$ cat src/hdl/ihex_pkg.sv
// ----------------------------------------------------------------------------
// ihex_pkg
// types, character codes and helpers shared by the hex record parser files
// ----------------------------------------------------------------------------
`default_nettype none

package ihex_pkg;

  localparam int OUT_TDATA_W = 80;
  localparam int FIFO_DEPTH  = 4;
  localparam int FIFO_AW     = 2;

  localparam logic [7:0] CHAR_COLON = 8'h3A;
  localparam logic [7:0] CHAR_LF    = 8'h0A;
  localparam logic [7:0] CHAR_CR    = 8'h0D;
  localparam logic [7:0] CHAR_TAB   = 8'h09;
  localparam logic [7:0] CHAR_SPACE = 8'h20;

  localparam logic [7:0] REC_DATA    = 8'h00;
  localparam logic [7:0] REC_EOF     = 8'h01;
  localparam logic [7:0] REC_EXT_LIN = 8'h04;

  localparam logic       KIND_DATA    = 1'b0;
  localparam logic       KIND_SUMMARY = 1'b1;

  localparam logic [9:0] IDX_MAX = 10'd1023;

  typedef enum logic [2:0] {
    PH_LINE_START,
    PH_HEADER,
    PH_DATA,
    PH_SEGMENT,
    PH_SKIP
  } phase_t;

  typedef struct packed {
    logic        kind;
    logic [7:0]  data_value;
    logic [31:0] image_offset;
    logic        start_found;
    logic [31:0] start_address;
    logic        last;
  } result_t;

  // results made by one character, first in order then second
  typedef struct packed {
    logic [1:0] count;
    result_t    first;
    result_t    second;
  } push_t;

  // bit 4 set when the character is a hex digit, low bits its value
  function automatic logic [4:0] hex_of(input logic [7:0] c);
    logic [4:0] r;
    r = 5'd0;
    if (c >= 8'h30 && c <= 8'h39) begin
      r = {1'b1, 4'(c - 8'h30)};
    end else if (c >= 8'h41 && c <= 8'h46) begin
      r = {1'b1, 4'(c - 8'h37)};
    end else if (c >= 8'h61 && c <= 8'h66) begin
      r = {1'b1, 4'(c - 8'h57)};
    end
    return r;
  endfunction

endpackage

`default_nettype wire

$ cat src/hdl/ihex_parse_core.sv
// ----------------------------------------------------------------------------
// ihex_parse_core
// per-character record state machine; yields up to two results per character
// ----------------------------------------------------------------------------
`default_nettype none

module ihex_parse_core import ihex_pkg::*; (
  input  wire logic       clk,
  input  wire logic       rst,
  input  wire logic       fire,
  input  wire logic [7:0] char_code,
  input  wire logic       end_of_text,
  output push_t           push
);

  phase_t      phase, phase_next;
  logic [9:0]  char_index, char_index_next;
  logic [7:0]  rec_len, rec_len_next;
  logic [15:0] rec_off, rec_off_next;
  logic [7:0]  rec_kind, rec_kind_next;
  logic [4:0]  pend, pend_next;
  logic [15:0] upper_base, upper_base_next;
  logic [15:0] seg_accum, seg_accum_next;
  logic        seg_bad, seg_bad_next;
  logic [31:0] first_address, first_address_next;
  logic [31:0] image_count, image_count_next;
  logic        parse_ended, parse_ended_next;
  logic        have_start, have_start_next;

  logic [4:0]  hv;
  logic [9:0]  k;
  logic        byte_out;
  logic [7:0]  byte_val;
  result_t     data_res, sum_res;

  always_comb begin
    hv = hex_of(char_code);
    k  = char_index - 10'd9;
    phase_next         = phase;
    char_index_next    = char_index;
    rec_len_next       = rec_len;
    rec_off_next       = rec_off;
    rec_kind_next      = rec_kind;
    pend_next          = pend;
    upper_base_next    = upper_base;
    seg_accum_next     = seg_accum;
    seg_bad_next       = seg_bad;
    first_address_next = first_address;
    image_count_next   = image_count;
    parse_ended_next   = parse_ended;
    have_start_next    = have_start;
    byte_out           = 1'b0;
    byte_val           = {pend[3:0], hv[3:0]};

    if (!parse_ended) begin
      if (char_code == CHAR_LF) begin
        if (phase == PH_SEGMENT) begin
          upper_base_next = (!seg_bad && char_index >= 10'd13) ? seg_accum : 16'd0;
        end
        phase_next      = PH_LINE_START;
        char_index_next = 10'd0;
        rec_len_next    = 8'd0;
        rec_off_next    = 16'd0;
        rec_kind_next   = 8'd0;
        pend_next       = 5'd0;
        seg_accum_next  = 16'd0;
        seg_bad_next    = 1'b0;
      end else begin
        unique case (phase)
          PH_LINE_START: begin
            if (char_code == CHAR_SPACE || char_code == CHAR_TAB || char_code == CHAR_CR) begin
              phase_next = PH_LINE_START;
            end else if (char_code == CHAR_COLON) begin
              phase_next      = PH_HEADER;
              char_index_next = 10'd1;
            end else begin
              phase_next = PH_SKIP;
            end
          end
          PH_HEADER: begin
            if (!hv[4]) begin
              phase_next = PH_SKIP;
            end else begin
              if (char_index <= 10'd2) begin
                rec_len_next = {rec_len[3:0], hv[3:0]};
              end else if (char_index <= 10'd6) begin
                rec_off_next = {rec_off[11:0], hv[3:0]};
              end else begin
                rec_kind_next = {rec_kind[3:0], hv[3:0]};
              end
              char_index_next = 10'(char_index + 10'd1);
              if (char_index == 10'd2 && rec_len_next == 8'd0) begin
                phase_next = PH_SKIP;
              end else if (char_index >= 10'd8) begin
                if (rec_kind_next == REC_DATA) begin
                  if (!have_start) begin
                    have_start_next    = 1'b1;
                    first_address_next = {upper_base, 16'd0} + {16'd0, rec_off};
                  end
                  phase_next = PH_DATA;
                  pend_next  = 5'd0;
                end else if (rec_kind_next == REC_EXT_LIN) begin
                  if (rec_len == 8'd2) begin
                    phase_next     = PH_SEGMENT;
                    seg_accum_next = 16'd0;
                    seg_bad_next   = 1'b0;
                  end else begin
                    phase_next = PH_SKIP;
                  end
                end else if (rec_kind_next == REC_EOF) begin
                  parse_ended_next = 1'b1;
                  phase_next       = PH_SKIP;
                end else begin
                  phase_next = PH_SKIP;
                end
              end
            end
          end
          PH_DATA: begin
            if (char_index < IDX_MAX) begin
              char_index_next = 10'(char_index + 10'd1);
              if (k[9:1] < {1'b0, rec_len}) begin
                if (!k[0]) begin
                  pend_next = hv[4] ? hv : 5'd0;
                end else begin
                  if (pend[4] && hv[4]) begin
                    byte_out         = 1'b1;
                    image_count_next = 32'(image_count + 32'd1);
                  end
                  pend_next = 5'd0;
                end
              end
            end
          end
          PH_SEGMENT: begin
            if (char_index <= 10'd12) begin
              if (hv[4]) begin
                seg_accum_next = {seg_accum[11:0], hv[3:0]};
              end else begin
                seg_bad_next = 1'b1;
              end
              char_index_next = 10'(char_index + 10'd1);
            end
          end
          PH_SKIP: begin
            phase_next = PH_SKIP;
          end
          default: begin
            phase_next = PH_SKIP;
          end
        endcase
      end
    end

    data_res.kind          = KIND_DATA;
    data_res.data_value    = byte_val;
    data_res.image_offset  = image_count;
    data_res.start_found   = have_start;
    data_res.start_address = have_start ? first_address : 32'd0;
    data_res.last          = !end_of_text;

    sum_res.kind          = KIND_SUMMARY;
    sum_res.data_value    = 8'd0;
    sum_res.image_offset  = image_count_next;
    sum_res.start_found   = have_start_next;
    sum_res.start_address = have_start_next ? first_address_next : 32'd0;
    sum_res.last          = 1'b1;

    push.second = sum_res;
    if (!fire) begin
      push.count = 2'd0;
      push.first = data_res;
    end else if (byte_out) begin
      push.count = end_of_text ? 2'd2 : 2'd1;
      push.first = data_res;
    end else begin
      push.count = end_of_text ? 2'd1 : 2'd0;
      push.first = sum_res;
    end
  end

  always_ff @(posedge clk) begin
    if (rst || (fire && end_of_text)) begin
      phase         <= PH_LINE_START;
      char_index    <= 10'd0;
      rec_len       <= 8'd0;
      rec_off       <= 16'd0;
      rec_kind      <= 8'd0;
      pend          <= 5'd0;
      upper_base    <= 16'd0;
      seg_accum     <= 16'd0;
      seg_bad       <= 1'b0;
      first_address <= 32'hFFFF_FFFF;
      image_count   <= 32'd0;
      parse_ended   <= 1'b0;
      have_start    <= 1'b0;
    end else if (fire) begin
      phase         <= phase_next;
      char_index    <= char_index_next;
      rec_len       <= rec_len_next;
      rec_off       <= rec_off_next;
      rec_kind      <= rec_kind_next;
      pend          <= pend_next;
      upper_base    <= upper_base_next;
      seg_accum     <= seg_accum_next;
      seg_bad       <= seg_bad_next;
      first_address <= first_address_next;
      image_count   <= image_count_next;
      parse_ended   <= parse_ended_next;
      have_start    <= have_start_next;
    end
  end

endmodule

`default_nettype wire

$ cat src/hdl/ihex_out_fifo.sv
// ----------------------------------------------------------------------------
// ihex_out_fifo
// small result queue taking up to two results per cycle, giving one per beat
// ----------------------------------------------------------------------------
`default_nettype none

module ihex_out_fifo import ihex_pkg::*; (
  input  wire logic  clk,
  input  wire logic  rst,
  input  wire push_t push,
  output logic       room,
  output logic       out_valid,
  input  wire logic  out_ready,
  output result_t    out_res
);

  result_t              entries [FIFO_DEPTH];
  logic [FIFO_AW-1:0]   wr_ptr, rd_ptr;
  logic [FIFO_AW:0]     count, count_next;
  logic                 pop;

  assign pop       = out_valid && out_ready;
  assign out_valid = (count != '0);
  assign out_res   = entries[rd_ptr];
  assign room      = (count <= (FIFO_AW+1)'(FIFO_DEPTH - 2));

  always_comb begin
    count_next = count + (FIFO_AW+1)'(push.count) - (FIFO_AW+1)'(pop);
  end

  always_ff @(posedge clk) begin
    if (push.count != 2'd0) begin
      entries[wr_ptr] <= push.first;
    end
    if (push.count == 2'd2) begin
      entries[FIFO_AW'(wr_ptr + 1'b1)] <= push.second;
    end
  end

  always_ff @(posedge clk) begin
    if (rst) begin
      wr_ptr <= '0;
      rd_ptr <= '0;
      count  <= '0;
    end else begin
      wr_ptr <= FIFO_AW'(wr_ptr + FIFO_AW'(push.count));
      rd_ptr <= FIFO_AW'(rd_ptr + FIFO_AW'(pop));
      count  <= count_next;
    end
  end

endmodule

`default_nettype wire

$ cat src/hdl/intel_hex_record_parser_top.sv
// ----------------------------------------------------------------------------
// intel_hex_record_parser_top
// hex record text parser: one character per beat in, data bytes and summary out
// ----------------------------------------------------------------------------
// Takes one character per cycle. A character is held in an input register,
// decoded by the record state machine once the output queue has room, and its
// results are written to a four-entry output queue, from which they are
// offered on the output. A character that ends the text after completing a
// data byte yields two results; the output side drains one result per beat,
// and the input stalls only while the queue holds more than two results.
// The summary beat carries tlast; data beats carry tlast when they are the
// only result of their character.
`default_nettype none

module intel_hex_record_parser_top import ihex_pkg::*; (
  input  wire logic                   clk,
  input  wire logic                   rst,
  input  wire logic                   s_axis_tvalid,
  output logic                        s_axis_tready,
  input  wire logic [7:0]             s_axis_tdata,  // char_code
  input  wire logic                   s_axis_tlast,  // end_of_text
  output logic                        m_axis_tvalid,
  input  wire logic                   m_axis_tready,
  // data_value, image_offset, start_found, start_address, zero fill
  output logic [OUT_TDATA_W-1:0]      m_axis_tdata,
  output logic                        m_axis_tuser,  // result_kind
  output logic                        m_axis_tlast   // last_result
);

  logic       in_valid;
  logic [7:0] in_char;
  logic       in_eot;
  logic       room;
  logic       fire;
  push_t      push;
  result_t    out_res;

  assign fire          = in_valid && room;
  assign s_axis_tready = !in_valid || fire;

  always_ff @(posedge clk) begin
    if (rst) begin
      in_valid <= 1'b0;
    end else if (s_axis_tready) begin
      in_valid <= s_axis_tvalid;
    end
  end

  always_ff @(posedge clk) begin
    if (s_axis_tready && s_axis_tvalid) begin
      in_char <= s_axis_tdata;
      in_eot  <= s_axis_tlast;
    end
  end

  ihex_parse_core u_core (
    .clk         (clk),
    .rst         (rst),
    .fire        (fire),
    .char_code   (in_char),
    .end_of_text (in_eot),
    .push        (push)
  );

  ihex_out_fifo u_fifo (
    .clk       (clk),
    .rst       (rst),
    .push      (push),
    .room      (room),
    .out_valid (m_axis_tvalid),
    .out_ready (m_axis_tready),
    .out_res   (out_res)
  );

  assign m_axis_tdata = {7'd0, out_res.start_address, out_res.start_found,
                         out_res.image_offset, out_res.data_value};
  assign m_axis_tuser = out_res.kind;
  assign m_axis_tlast = out_res.last;

endmodule

`default_nettype wire
$ cat config.mk
export PLATFORM = sky130hd
export DESIGN_NAME = intel_hex_record_parser_top
export DESIGN_NICKNAME = d
export VERILOG_FILES = /design/src/hdl/ihex_pkg.sv /design/src/hdl/ihex_parse_core.sv /design/src/hdl/ihex_out_fifo.sv /design/src/hdl/intel_hex_record_parser_top.sv
export SDC_FILE = /design/constraint.sdc
export NUM_CORES = 1
export LEC_CHECK = 0
export BUFFER_PORTS_ARGS = -buffer_cell sky130_fd_sc_hd__buf_2
export CELL_PAD_IN_SITES_DETAIL_PLACEMENT = 0
export CELL_PAD_IN_SITES_GLOBAL_PLACEMENT = 2
export CORE_AREA = 2 2 240 242
export CTS_CLUSTER_SIZE = 25
export DETAILED_ROUTE_END_ITERATION = 16
export DIE_AREA = 0 0 242 244
export PLACE_DENSITY = 0.81
export SLEW_MARGIN = 20
export SYNTH_ARGS = -nofsm -noshare
export SYNTH_HDL_FRONTEND = slang
export SYNTH_SLANG_ARGS = --single-unit
$ cat constraint.sdc
create_clock -name clk -period 10.8 [get_ports clk]
set_input_delay 0.54 -clock clk [delete_from_list [all_inputs] [get_ports clk]]
set_output_delay 0.54 -clock clk [all_outputs]
set_load 0.01 [all_outputs]
==> metrics.yaml, run 1 <==
layout:
  drive_gt1_share_pct: 15.28
  layout_commonest_cell: "nor2_1"
  final_cell_mix: "277 x nor2_1, 269 x nand2_1, 269 x edfxtp_1, 195 x dfxtp_1, 130 x o21ai_0"
  antenna_cells: 0
  final_core_util_pct: 44.81
  fin_nets: 2199
  syn2layout_area_growth_pct: 12.17
power:
  p_per_area_nw_per_um2: 171.4
  vdd_ir_drop_max_v: 0.0001056
  p_leak_uw: 0.008349
routing:
  antenna_left: 0
  wl_per_cell_um: 22.21
  vias_per_cell: 5.762
  num_vias: 17060
  drt_iter0_drc: 1495
  drc: 0
  first_pass_iters: 5
  wirelength_um: 65760
clock_tree:
  ctsHoldBuffers: 0
  clock_sinks: 466
  cts_made_buffers: 51
  clk-insertion-delay-late_ps: 620
  cts_tree: "yes"
  ctsRootBufferMaster: "clkbuf_16"
  clock_path_buffers: 3
  htree_levels: 2
  cts_resized: 0
  postCtsSetupBuffers: 0
  path_clk_slew_ps: 60
yosys:
  async_flop_share_pct: 0
  synth_edf_count: 269
  netlist-cell-type-count: 83
  ys_seq_elements: 466
  ys_seq_area_share_pct: 53.57
  ys_warn_count: 0
  syn-cell-area_um2: 22440
  synthCells: 2161
  syn_area_per_cell_um2: 10.38
  ys.flop_type: "edfxtp_1"
setup_path:
  endpoint_kind: "flip-flop"
  cp_max_fo: 42
  cp.arrival_ps: 7100
  worstSetupPathType: "reg2reg"
  crit_required_ps: 11030
  start_kind: "flip-flop"
grt:
  first_global_vias: 16710
  antenna_found_initial: 1
  grt_max_degree: 91
  grt_pass1_wl_um: 101900
  track_usage_pct: 22.12
  grt_overflow: 0
sta:
  setup_violations: 0
  layout_min_cycle_time_ps: 6871
  slew_viol_final: 0
  period_share_pct: 63.62
  fin_worst_skew_ps: 25.16
  hold_viol: 0
  worstMarginPinSlew_ps: 1134
  max_clock_freq_mhz: 145.5
  fin_setup_tns_ps: 0
  slew_headroom_pct: 24.15
  rsz0062_at_grt: "false"
place:
  place.gp.congestion: 0.8238
  dp_hpwl_um: 41780
  portBuffers: 89
hold_path:
  hold_path.class: "in2reg"
die:
  start_util_pct: 39.95
  io_pins: 97
  placementRows: 87
  die_area_um2: 59050
  core_um2: 56170
  die_x_um: 242
  dieHeight_um: 244
status:
  status: "finished, final reports clean"
run:
  cap_violations: 0
## cell families after synthesis
group / share of synthesized area (%)
adder cells (fa/ha/maj): 1.372
AND/OR/NAND/NOR: 16.72
XOR/XNOR: 1.951
other: 0.01671
buffers and inverters: 4.020
flip-flops: 53.57
AO/OA/AOI/OAI: 14.54
multiplexers: 7.817
## metrics by stage
| step | total power (uW) | hold slack [ps] | instances | instance area [um2] | setup WS, ps |
|---|---|---|---|---|---|
| 3_5_place_dp | 2661 | 442.8 | 2864 | 23510 | 3982 |
| 5_1_grt | 4467 | 98.62 | 2961 | 25170 | 3428 |
| 6_report | 4315 | 114.6 | 2961 | 25170 | 3929 |
| 3_3_place_gp | 2657 | 428.8 | 2864 | 23510 | 4107 |
| 4_1_cts | 4357 | 89.47 | 2960 | 25140 | 3954 |
| 2_1_floorplan | 2410 | 419.8 | 2167 | 22460 | 4805 |
## sequential cells by signal, summed over array words and instances (netlist names), 10 cells and up
name                  count
u_core.seg_accum         16
u_core.rec_off           16
u_core.char_index        10
u_fifo.entries          300
u_core.upper_base        16
u_core.first_address     32
u_core.image_count       32
## path summary, 6_finish.rpt
path	from	end	slack, ps	cells past startpoint
max	u_core.char_index[0]	u_fifo.entries[2][43]	3930	19
min	s_axis_tdata[5]	in_char[5]	110	1
max reg2reg	u_core.char_index[0]	u_fifo.entries[2][43]	3930	19
min reg2reg	u_fifo.entries[2][66]	u_fifo.entries[2][66]	460	2
## critical path: stages, from the launching register on
cell and delay [ps]:
dfxtp_1 430, inv_1 160, ha_1 240, inv_1 70
o21ai_0 250, nand2_1 140, nor3_1 200, xor2_1 190
ha_1 260, a21o_1 180, nor3_1 240, mux2_2 260
and4_1 570, ha_1 410, o21ai_1 230, nor2_1 900
nor2_4 0, buf_4 330, inv_2 660, buf_4 690
## cell usage after synthesis, types with 31 or more instances
cell type,instances,area [um2]
mux4_2,75,1689
a22oi_1,62,465.5
o31ai_1,80,600.6
dfxtp_1,197,3944
nand3_1,93,465.5
o21ai_0,130,650.6
inv_1,33,123.9
clkbuf_1,150,563.0
a21oi_1,85,425.4
edfxtp_1,269,8078
nor2_1,281,1055
xor2_1,31,271.5
nand2_1,269,1010
## per-layer routing
layer | part of all wire (%) | GRT usage, %
met4 | 2.0 | 6.336
met2 | 46 | 36.05
met3 | 5.9 | 3.248
met1 | 46 | 30.78
met5 | 0 | 0
## layout make-up
cell class | instances | area [um2]
Multi-Input combinational cell | 1475 | 9629
Inverter | 33 | 123.9
Fill cell | 5395 | 31000
Sequential cell | 466 | 12030
Tap cell | 756 | 945.9
Clock buffer | 80 | 1468
Timing Repair Buffer | 135 | 810.8
Clock inverter | 16 | 165.2
## power by group
group / internal (uW) / total [uW] / switching [uW]
registers: 1910 / 1980 / 67.5
logic: 287 / 632 / 345
clock network: 984 / 1700 / 719
total: 3180 / 4320 / 1130
Power figures use the tool's default switching activity.
==> run 2: changes to the inputs <==
ABC_AREA = 1   (was not set)
CORE_AREA = 2 2 256 258   (was 2 2 240 242)
DIE_AREA = 0 0 258 260   (was 0 0 242 244)
PLACE_DENSITY = 0.82   (was 0.81)
clock period = 6.7 ns   (was 10.8 ns; I/O delays follow)
==> run 2 against run 1 <==
Effect of this change: die area up 14%; utilization down 2.6 points; final area up 7.4%; critical path depth up 5; register-to-register slack worse by 2400 ps; wire length up 24%; combinational power rose to 3.3 times the previous value; critical path type unchanged; critical endpoint is now u_fifo.entries[2][10]; largest power group unchanged.
==> metrics.yaml, run 2 <==
clock_tree:
  ctsRootBufferMaster: "clkbuf_16"
  cts_tree: "yes"
  htree_levels: 2
  clock_path_buffers: 3
  clock_sinks: 466
  postCtsSetupBuffers: 0
  path_clk_slew_ps: 60
  cts_made_buffers: 52
  cts_resized: 0
  clk-insertion-delay-late_ps: 610
routing:
  antenna_left: 0
  drt_iter0_drc: 1766
  first_pass_iters: 6
  num_vias: 21160
  vias_per_cell: 5.500
  drc: 0
  wl_per_cell_um: 21.15
  wirelength_um: 81380
yosys:
  syn-cell-area_um2: 24160
  synth_edf_count: 269
  synth_area_leaders: "edfxtp_1 33%, dfxtp_1 16%, nand2_1 8.8%, o21ai_0 5.7%, nand3_1 4.8%"
  synth_xor_area_share_pct: 1.196
  synth_top_family_by_area: "simple AND/OR/NAND/NOR gates"
  synthMuxAreaShare_pct: 0.04143
  synth_compound_area_share_pct: 15.62
  netlist-cell-type-count: 53
  synth_top_cell_by_area: "edfxtp_1"
  synth_common_cells: "569 x nand2_1, 274 x nor2_1, 273 x o21ai_0, 269 x edfxtp_1, 246 x inv_1"
  synth-simple-area-share_pct: 24.29
  ys_warn_count: 0
  async_flop_share_pct: 0
  synthCells: 2937
  ys.flop_type: "edfxtp_1"
  ys_seq_area_share_pct: 49.75
  ys_seq_elements: 466
  yosys.area_share.adder_pct: 1.274
  syn_area_per_cell_um2: 8.227
  synth_top_area_share_pct: 33.43
  synth.most_common_cell: "nand2_1"
layout:
  fin_nets: 2986
  layout_commonest_cell: "nand2_1"
  syn2layout_area_growth_pct: 11.89
  reg_top3: "u_fifo.entries: 300 flops, u_core.first_address: 32 flops, u_core.image_count: 32 flops"
  final_core_util_pct: 42.17
  final_cell_mix: "564 x nand2_1, 273 x o21ai_0, 270 x nor2_1, 269 x edfxtp_1, 244 x inv_1"
  largest_register: "u_fifo.entries"
  num-fill-cells: 6330
  post-route-cell-area_um2: 27040
  antenna_cells: 0
  drive_gt1_share_pct: 12.96
  largest_reg_flops: 300
grt:
  track_usage_pct: 24.01
  use_met3_pct: 4.493
  grt_max_degree: 93
  antenna_found_initial: 0
  first_global_vias: 20190
  grtUsageMet1_pct: 32.53
  grt_overflow: 0
  grtUsageMet2_pct: 39.18
  grt-busiest-layer: "met2"
  grt_pass1_wl_um: 123800
setup_path:
  worstSetupPathType: "reg2reg"
  reg2reg_to: "u_fifo.entries[2][10]"
  crit_end: "u_fifo.entries[2][10]"
  cp.arrival_ps: 5530
  cp_max_fo: 37
  endpoint_kind: "flip-flop"
  reg2reg_depth: 24
  r2r_start: "u_core.char_index[0]"
  crit_required_ps: 7030
  regToRegSetupSlack_ps: 1500
  start_kind: "flip-flop"
  startpoint: "u_core.char_index[0]"
die:
  core_um2: 64120
  die_x_um: 258
  placementRows: 93
  start_util_pct: 37.69
  io_pins: 97
  die_area_um2: 67080
  dieHeight_um: 260
sta:
  layout_min_cycle_time_ps: 5201
  fin_worst_skew_ps: 33.72
  slew_viol_final: 0
  worstMarginPinSlew_ps: 1150
  fin_setup_tns_ps: 0
  hold_viol: 0
  setup_violations: 0
  max_clock_freq_mhz: 192.3
  slew_headroom_pct: 23.32
  rsz0062_at_grt: "false"
  period_share_pct: 77.62
place:
  portBuffers: 89
  place_area_um2: 25240
  dp_hpwl_um: 49740
  place.gp.congestion: 0.8711
power:
  p_leak_uw: 0.01056
  vdd_ir_drop_max_v: 0.0001778
  p_per_area_nw_per_um2: 302.6
run:
  cap_violations: 0
hold_path:
  hold_path.class: "in2reg"
  whs_path_depth: 2
status:
  status: "finished, final reports clean"
[run 2: logic make-up after synthesis]
logic type,after synthesis
AND/OR/NAND/NOR,1288
AO/OA/AOI/OAI,662
adder cells (fa/ha/maj),24
multiplexers,1
buffers and inverters,462
XOR/XNOR,33
other,1
flip-flops,466
[run 2: worst max-delay path: stages (launching register included)]
cell	delay (ps)
dfxtp_1	500
inv_2	160
ha_1	270
nand2_1	70
nand2_1	90
xor2_1	160
ha_1	320
nand2_1	70
nand2_1	40
a21oi_1	110
nand2_1	70
nand2_1	60
nand3_1	60
nand2_1	100
nand2_2	140
nor2_4	330
ha_1	320
inv_1	60
nor2_1	70
nor2_1	200
inv_1	100
nand2_1	550
inv_2	650
nand3_1	270
nand2_1	80
[run 2: worst min-delay path by stage]
stage / to / startpoint / slack, ps
after floorplan: u_fifo.entries[1][66] / u_fifo.entries[1][66] / 420
after global placement: u_fifo.entries[1][66] / u_fifo.entries[1][66] / 430
after detailed placement: u_fifo.entries[1][73] / u_fifo.entries[1][73] / 440
after CTS: u_fifo.wr_ptr[1] / rst / 30
after global routing: u_fifo.count[1] / rst / 40
final: u_fifo.count[1] / rst / 60
[run 2: area by class of cell]
type,instances,area [um2],share of cell area (%)
inverter,277,1045,3.864
clock buffer,70,1474,5.452
clock inverter,28,183.9,0.6803
multi-input combinational,2015,10350,38.28
tap,855,1070,3.957
timing repair buffer,137,888.4,3.286
sequential,466,12030,44.48
[run 2: what timing repair did]
action	CTS	global route
hold buffers	10	0
endpoints found under the hold margin	10	0
setup endpoints to repair	0	0
[run 2: where the power goes]
part / switching [uW] / internal [uW] / total [uW]
Combinational: 1480 / 603 / 2080
Clock: 1220 / 1580 / 2800
Sequential: 131 / 3170 / 3300
[run 2: metal layers]
metal  vias to the layer above  wire length, um
met4                         0             1853
met5                         -                0
met3                       103             6066
li1                      10130                -
met1                     10160            36310
met2                       764            37150
[run 2: through the flow]
| stage | setup slack (ps) | total power, uW | hold slack (ps) | cells |
|---|---|---|---|---|
| 4_1_cts | 1503 | 8225 | 30.92 | 3847 |
| 6_report | 1499 | 8181 | 55.34 | 3848 |
| 3_3_place_gp | 1605 | 5400 | 433.5 | 3739 |
| 5_1_grt | 1051 | 8581 | 42.72 | 3848 |
| 2_1_floorplan | 1480 | 4644 | 423.1 | 2943 |
| 3_5_place_dp | 1551 | 5430 | 441.7 | 3739 |
==> run 3: changes to the inputs <==
CORE_AREA = 2 2 270 272   (was 2 2 256 258)
DIE_AREA = 0 0 272 274   (was 0 0 258 260)
PLACE_DENSITY = 0.78   (was 0.82)
clock period = 4.4 ns   (was 6.7 ns; I/O delays follow)
==> run 3 against run 2 <==
Effect of this change: non-clock buffer count is 32 higher; clock power up 72%; clock-buffer cell count grew 3; via count up 1.1%; critical endpoint is now u_fifo.entries[1][12]; global-route usage down 2.2 points; final area increased by 2.8%; wire length is 1.4% higher; worst hold slack improved by 230 ps; critical path type unchanged; first-iteration DRC count increased by 12%; sequential cell count did not move; register-to-register slack lost 1200 ps; clock skew shrank 5.7 ps.
==> metrics.yaml, run 3 (synthesis results as in run 2) <==
setup_path:
  cp_max_fo: 35
  regToRegSetupSlack_ps: 300
  cpPeakStageDelay_ps: 540
  crit_top_cell: "nand2_1"
  slowest_stage: "buf_4"
  r2r_start: "u_core.char_index[1]"
  reg2reg_to: "u_fifo.entries[1][12]"
  crit_required_ps: 4630
  worstSetupPathType: "reg2reg"
  start_kind: "flip-flop"
  cp.arrival_ps: 4330
  crit_end: "u_fifo.entries[1][12]"
  cp_cell_sequence: "buf_4, nor2_2, a21oi_2, nor2_1, xor2_1, ha_1, nand3_1, o21bai_1, nand2_1, nand2_1, nand3_1, nand2_1, nand2_2, nor2_4, ha_1, inv_1, nor2_1, nor2_1, inv_1, nand2_1, nand2_4, buf_4"
  reg2reg_depth: 22
  startpoint: "u_core.char_index[1]"
  endpoint_kind: "flip-flop"
place:
  place_area_um2: 25760
  preCtsSetupSlack_ps: 374.2
  dp_hpwl_um: 51390
  portBuffers: 89
  place.gp.congestion: 0.8627
routing:
  dr_wl_met3_um: 5695
  wl_met1_um: 36440
  top_layer_used: "met4"
  first_pass_iters: 6
  antenna_left: 0
  vias_per_cell: 5.367
  met2_length_um: 38440
  drt_iter0_drc: 1977
  drc: 0
  wirelength_um: 82540
  num_vias: 21400
  wl_per_cell_um: 20.70
grt:
  first_global_vias: 20630
  grt_max_degree: 97
  grt_overflow: 0
  grt_pass1_wl_um: 125600
  track_usage_pct: 21.83
  antenna_found_initial: 0
power:
  vdd_ir_drop_max_v: 0.0002811
  p_per_area_nw_per_um2: 470.2
  p_leak_uw: 0.01089
sta:
  fin_setup_tns_ps: 0
  layout_min_cycle_time_ps: 4098
  worst_slack_ps: 301.6
  slew_headroom_pct: 26.34
  period_share_pct: 93.15
  setup_violations: 0
  max_clock_freq_mhz: 244.0
  worstMarginPinSlew_ps: 1105
  rsz0062_at_grt: "false"
  fin_worst_skew_ps: 27.98
  slew_viol_final: 0
  hold_viol: 0
hold_path:
  hp-start: "m_axis_tready"
  hold_path.class: "in2reg"
layout:
  largest_reg_flops: 300
  antenna_cells: 0
  drive_gt1_share_pct: 14.00
  syn2layout_area_growth_pct: 15.02
  final_cell_mix: "564 x nand2_1, 273 x o21ai_0, 270 x nor2_1, 269 x edfxtp_1, 243 x inv_1"
  largest_register: "u_fifo.entries"
  fin_nets: 3020
  post-route-cell-area_um2: 27790
  reg_top3: "u_fifo.entries: 300 flops, u_core.first_address: 32 flops, u_core.image_count: 32 flops"
  layout_commonest_cell: "nand2_1"
clock_tree:
  postCtsSetupBuffers: 0
  clk-insertion-delay-late_ps: 620
  clock_sinks: 466
  htree_levels: 2
  path_clk_slew_ps: 60
  clock_path_buffers: 3
  cts_made_buffers: 54
  cts_tree: "yes"
  ctsRootBufferMaster: "clkbuf_16"
die:
  die_area_um2: 74530
  placementRows: 99
  dieHeight_um: 274
  start_util_pct: 33.57
  die_x_um: 272
  core_um2: 71970
  io_pins: 97
run:
  cap_violations: 0
status:
  status: "finished, final reports clean"
run 3: changes by cell type in the layout (fill, tap and decap cells not counted), sizes merged:
cell and delta:
clkbuf +3, clkinv -2, clkinvlp -4, bufinv +8, inv -1, buf +30
dlygate4sd3 +2
run 3: stage by stage:
| step | utilization, % | power, uW | hold WS, ps | std cells |
|---|---|---|---|---|
| 6_report | 38.62 | 13070 | 283.3 | 3988 |
| 5_1_grt | 38.62 | 13690 | 301.9 | 3988 |
| 4_1_cts | 38.59 | 13190 | 260.5 | 3988 |
| 3_5_place_dp | 35.79 | 8358 | 398.3 | 3874 |
| 3_3_place_gp | 35.79 | 8303 | 397.8 | 3874 |
| 2_1_floorplan | - | 7068 | 318.9 | 2943 |
run 3: per-layer routing:
metal  track usage, %  vias to the layer above
met3            3.030                      144
met5                0                        -
met2            35.92                      792
li1                 -                    10180
met4            6.116                        0
met1            29.99                    10290
run 3: critical path, delay by kind of cell, from the launching register on:
family / cells / cell delay, ps
DFF: 1 / 310
adders and majority gates: 2 / 630
AOI/OAI and AO/OA: 2 / 260
buffers and inverters: 4 / 850
xor gates and xnor gates: 1 / 110
and+or+nand+nor: 13 / 1520
run 3: power by group:
part           internal (uW)  switching (uW)  leakage, uW
Sequential              4820             217      0.00417
Combinational            964            2250      0.00578
Clock                   2910            1910     0.000935
Total                   8690            4370       0.0109
run 3: what timing repair did:
action / 4_1_cts / 5_1_grt
setup endpoints to repair: 0 / 89
hold endpoints to repair: 16 / 0
gates resized for setup: 0 / 4
hold buffers: 12 / 0
run 3: how the worst min path moves through the flow:
stage                                  end  slack (ps)  cells after the start
after global routing            in_char[1]         300                      2
after global placement          in_char[7]         400                      1
after CTS                 u_fifo.rd_ptr[0]         260                      5
final                     u_fifo.rd_ptr[0]         280                      5
after floorplan                 in_char[0]         320                      0
after detailed placement        in_char[5]         400                      1
run 3: cell type report:
class	count	area (um2)
Fill cell	7308	44180
Sequential cell	466	12030
Multi-Input combinational cell	2015	10360
Clock buffer	73	1494
Timing Repair Buffer	169	1271
Tap cell	959	1200
Inverter	277	1045
Clock inverter	29	396.6
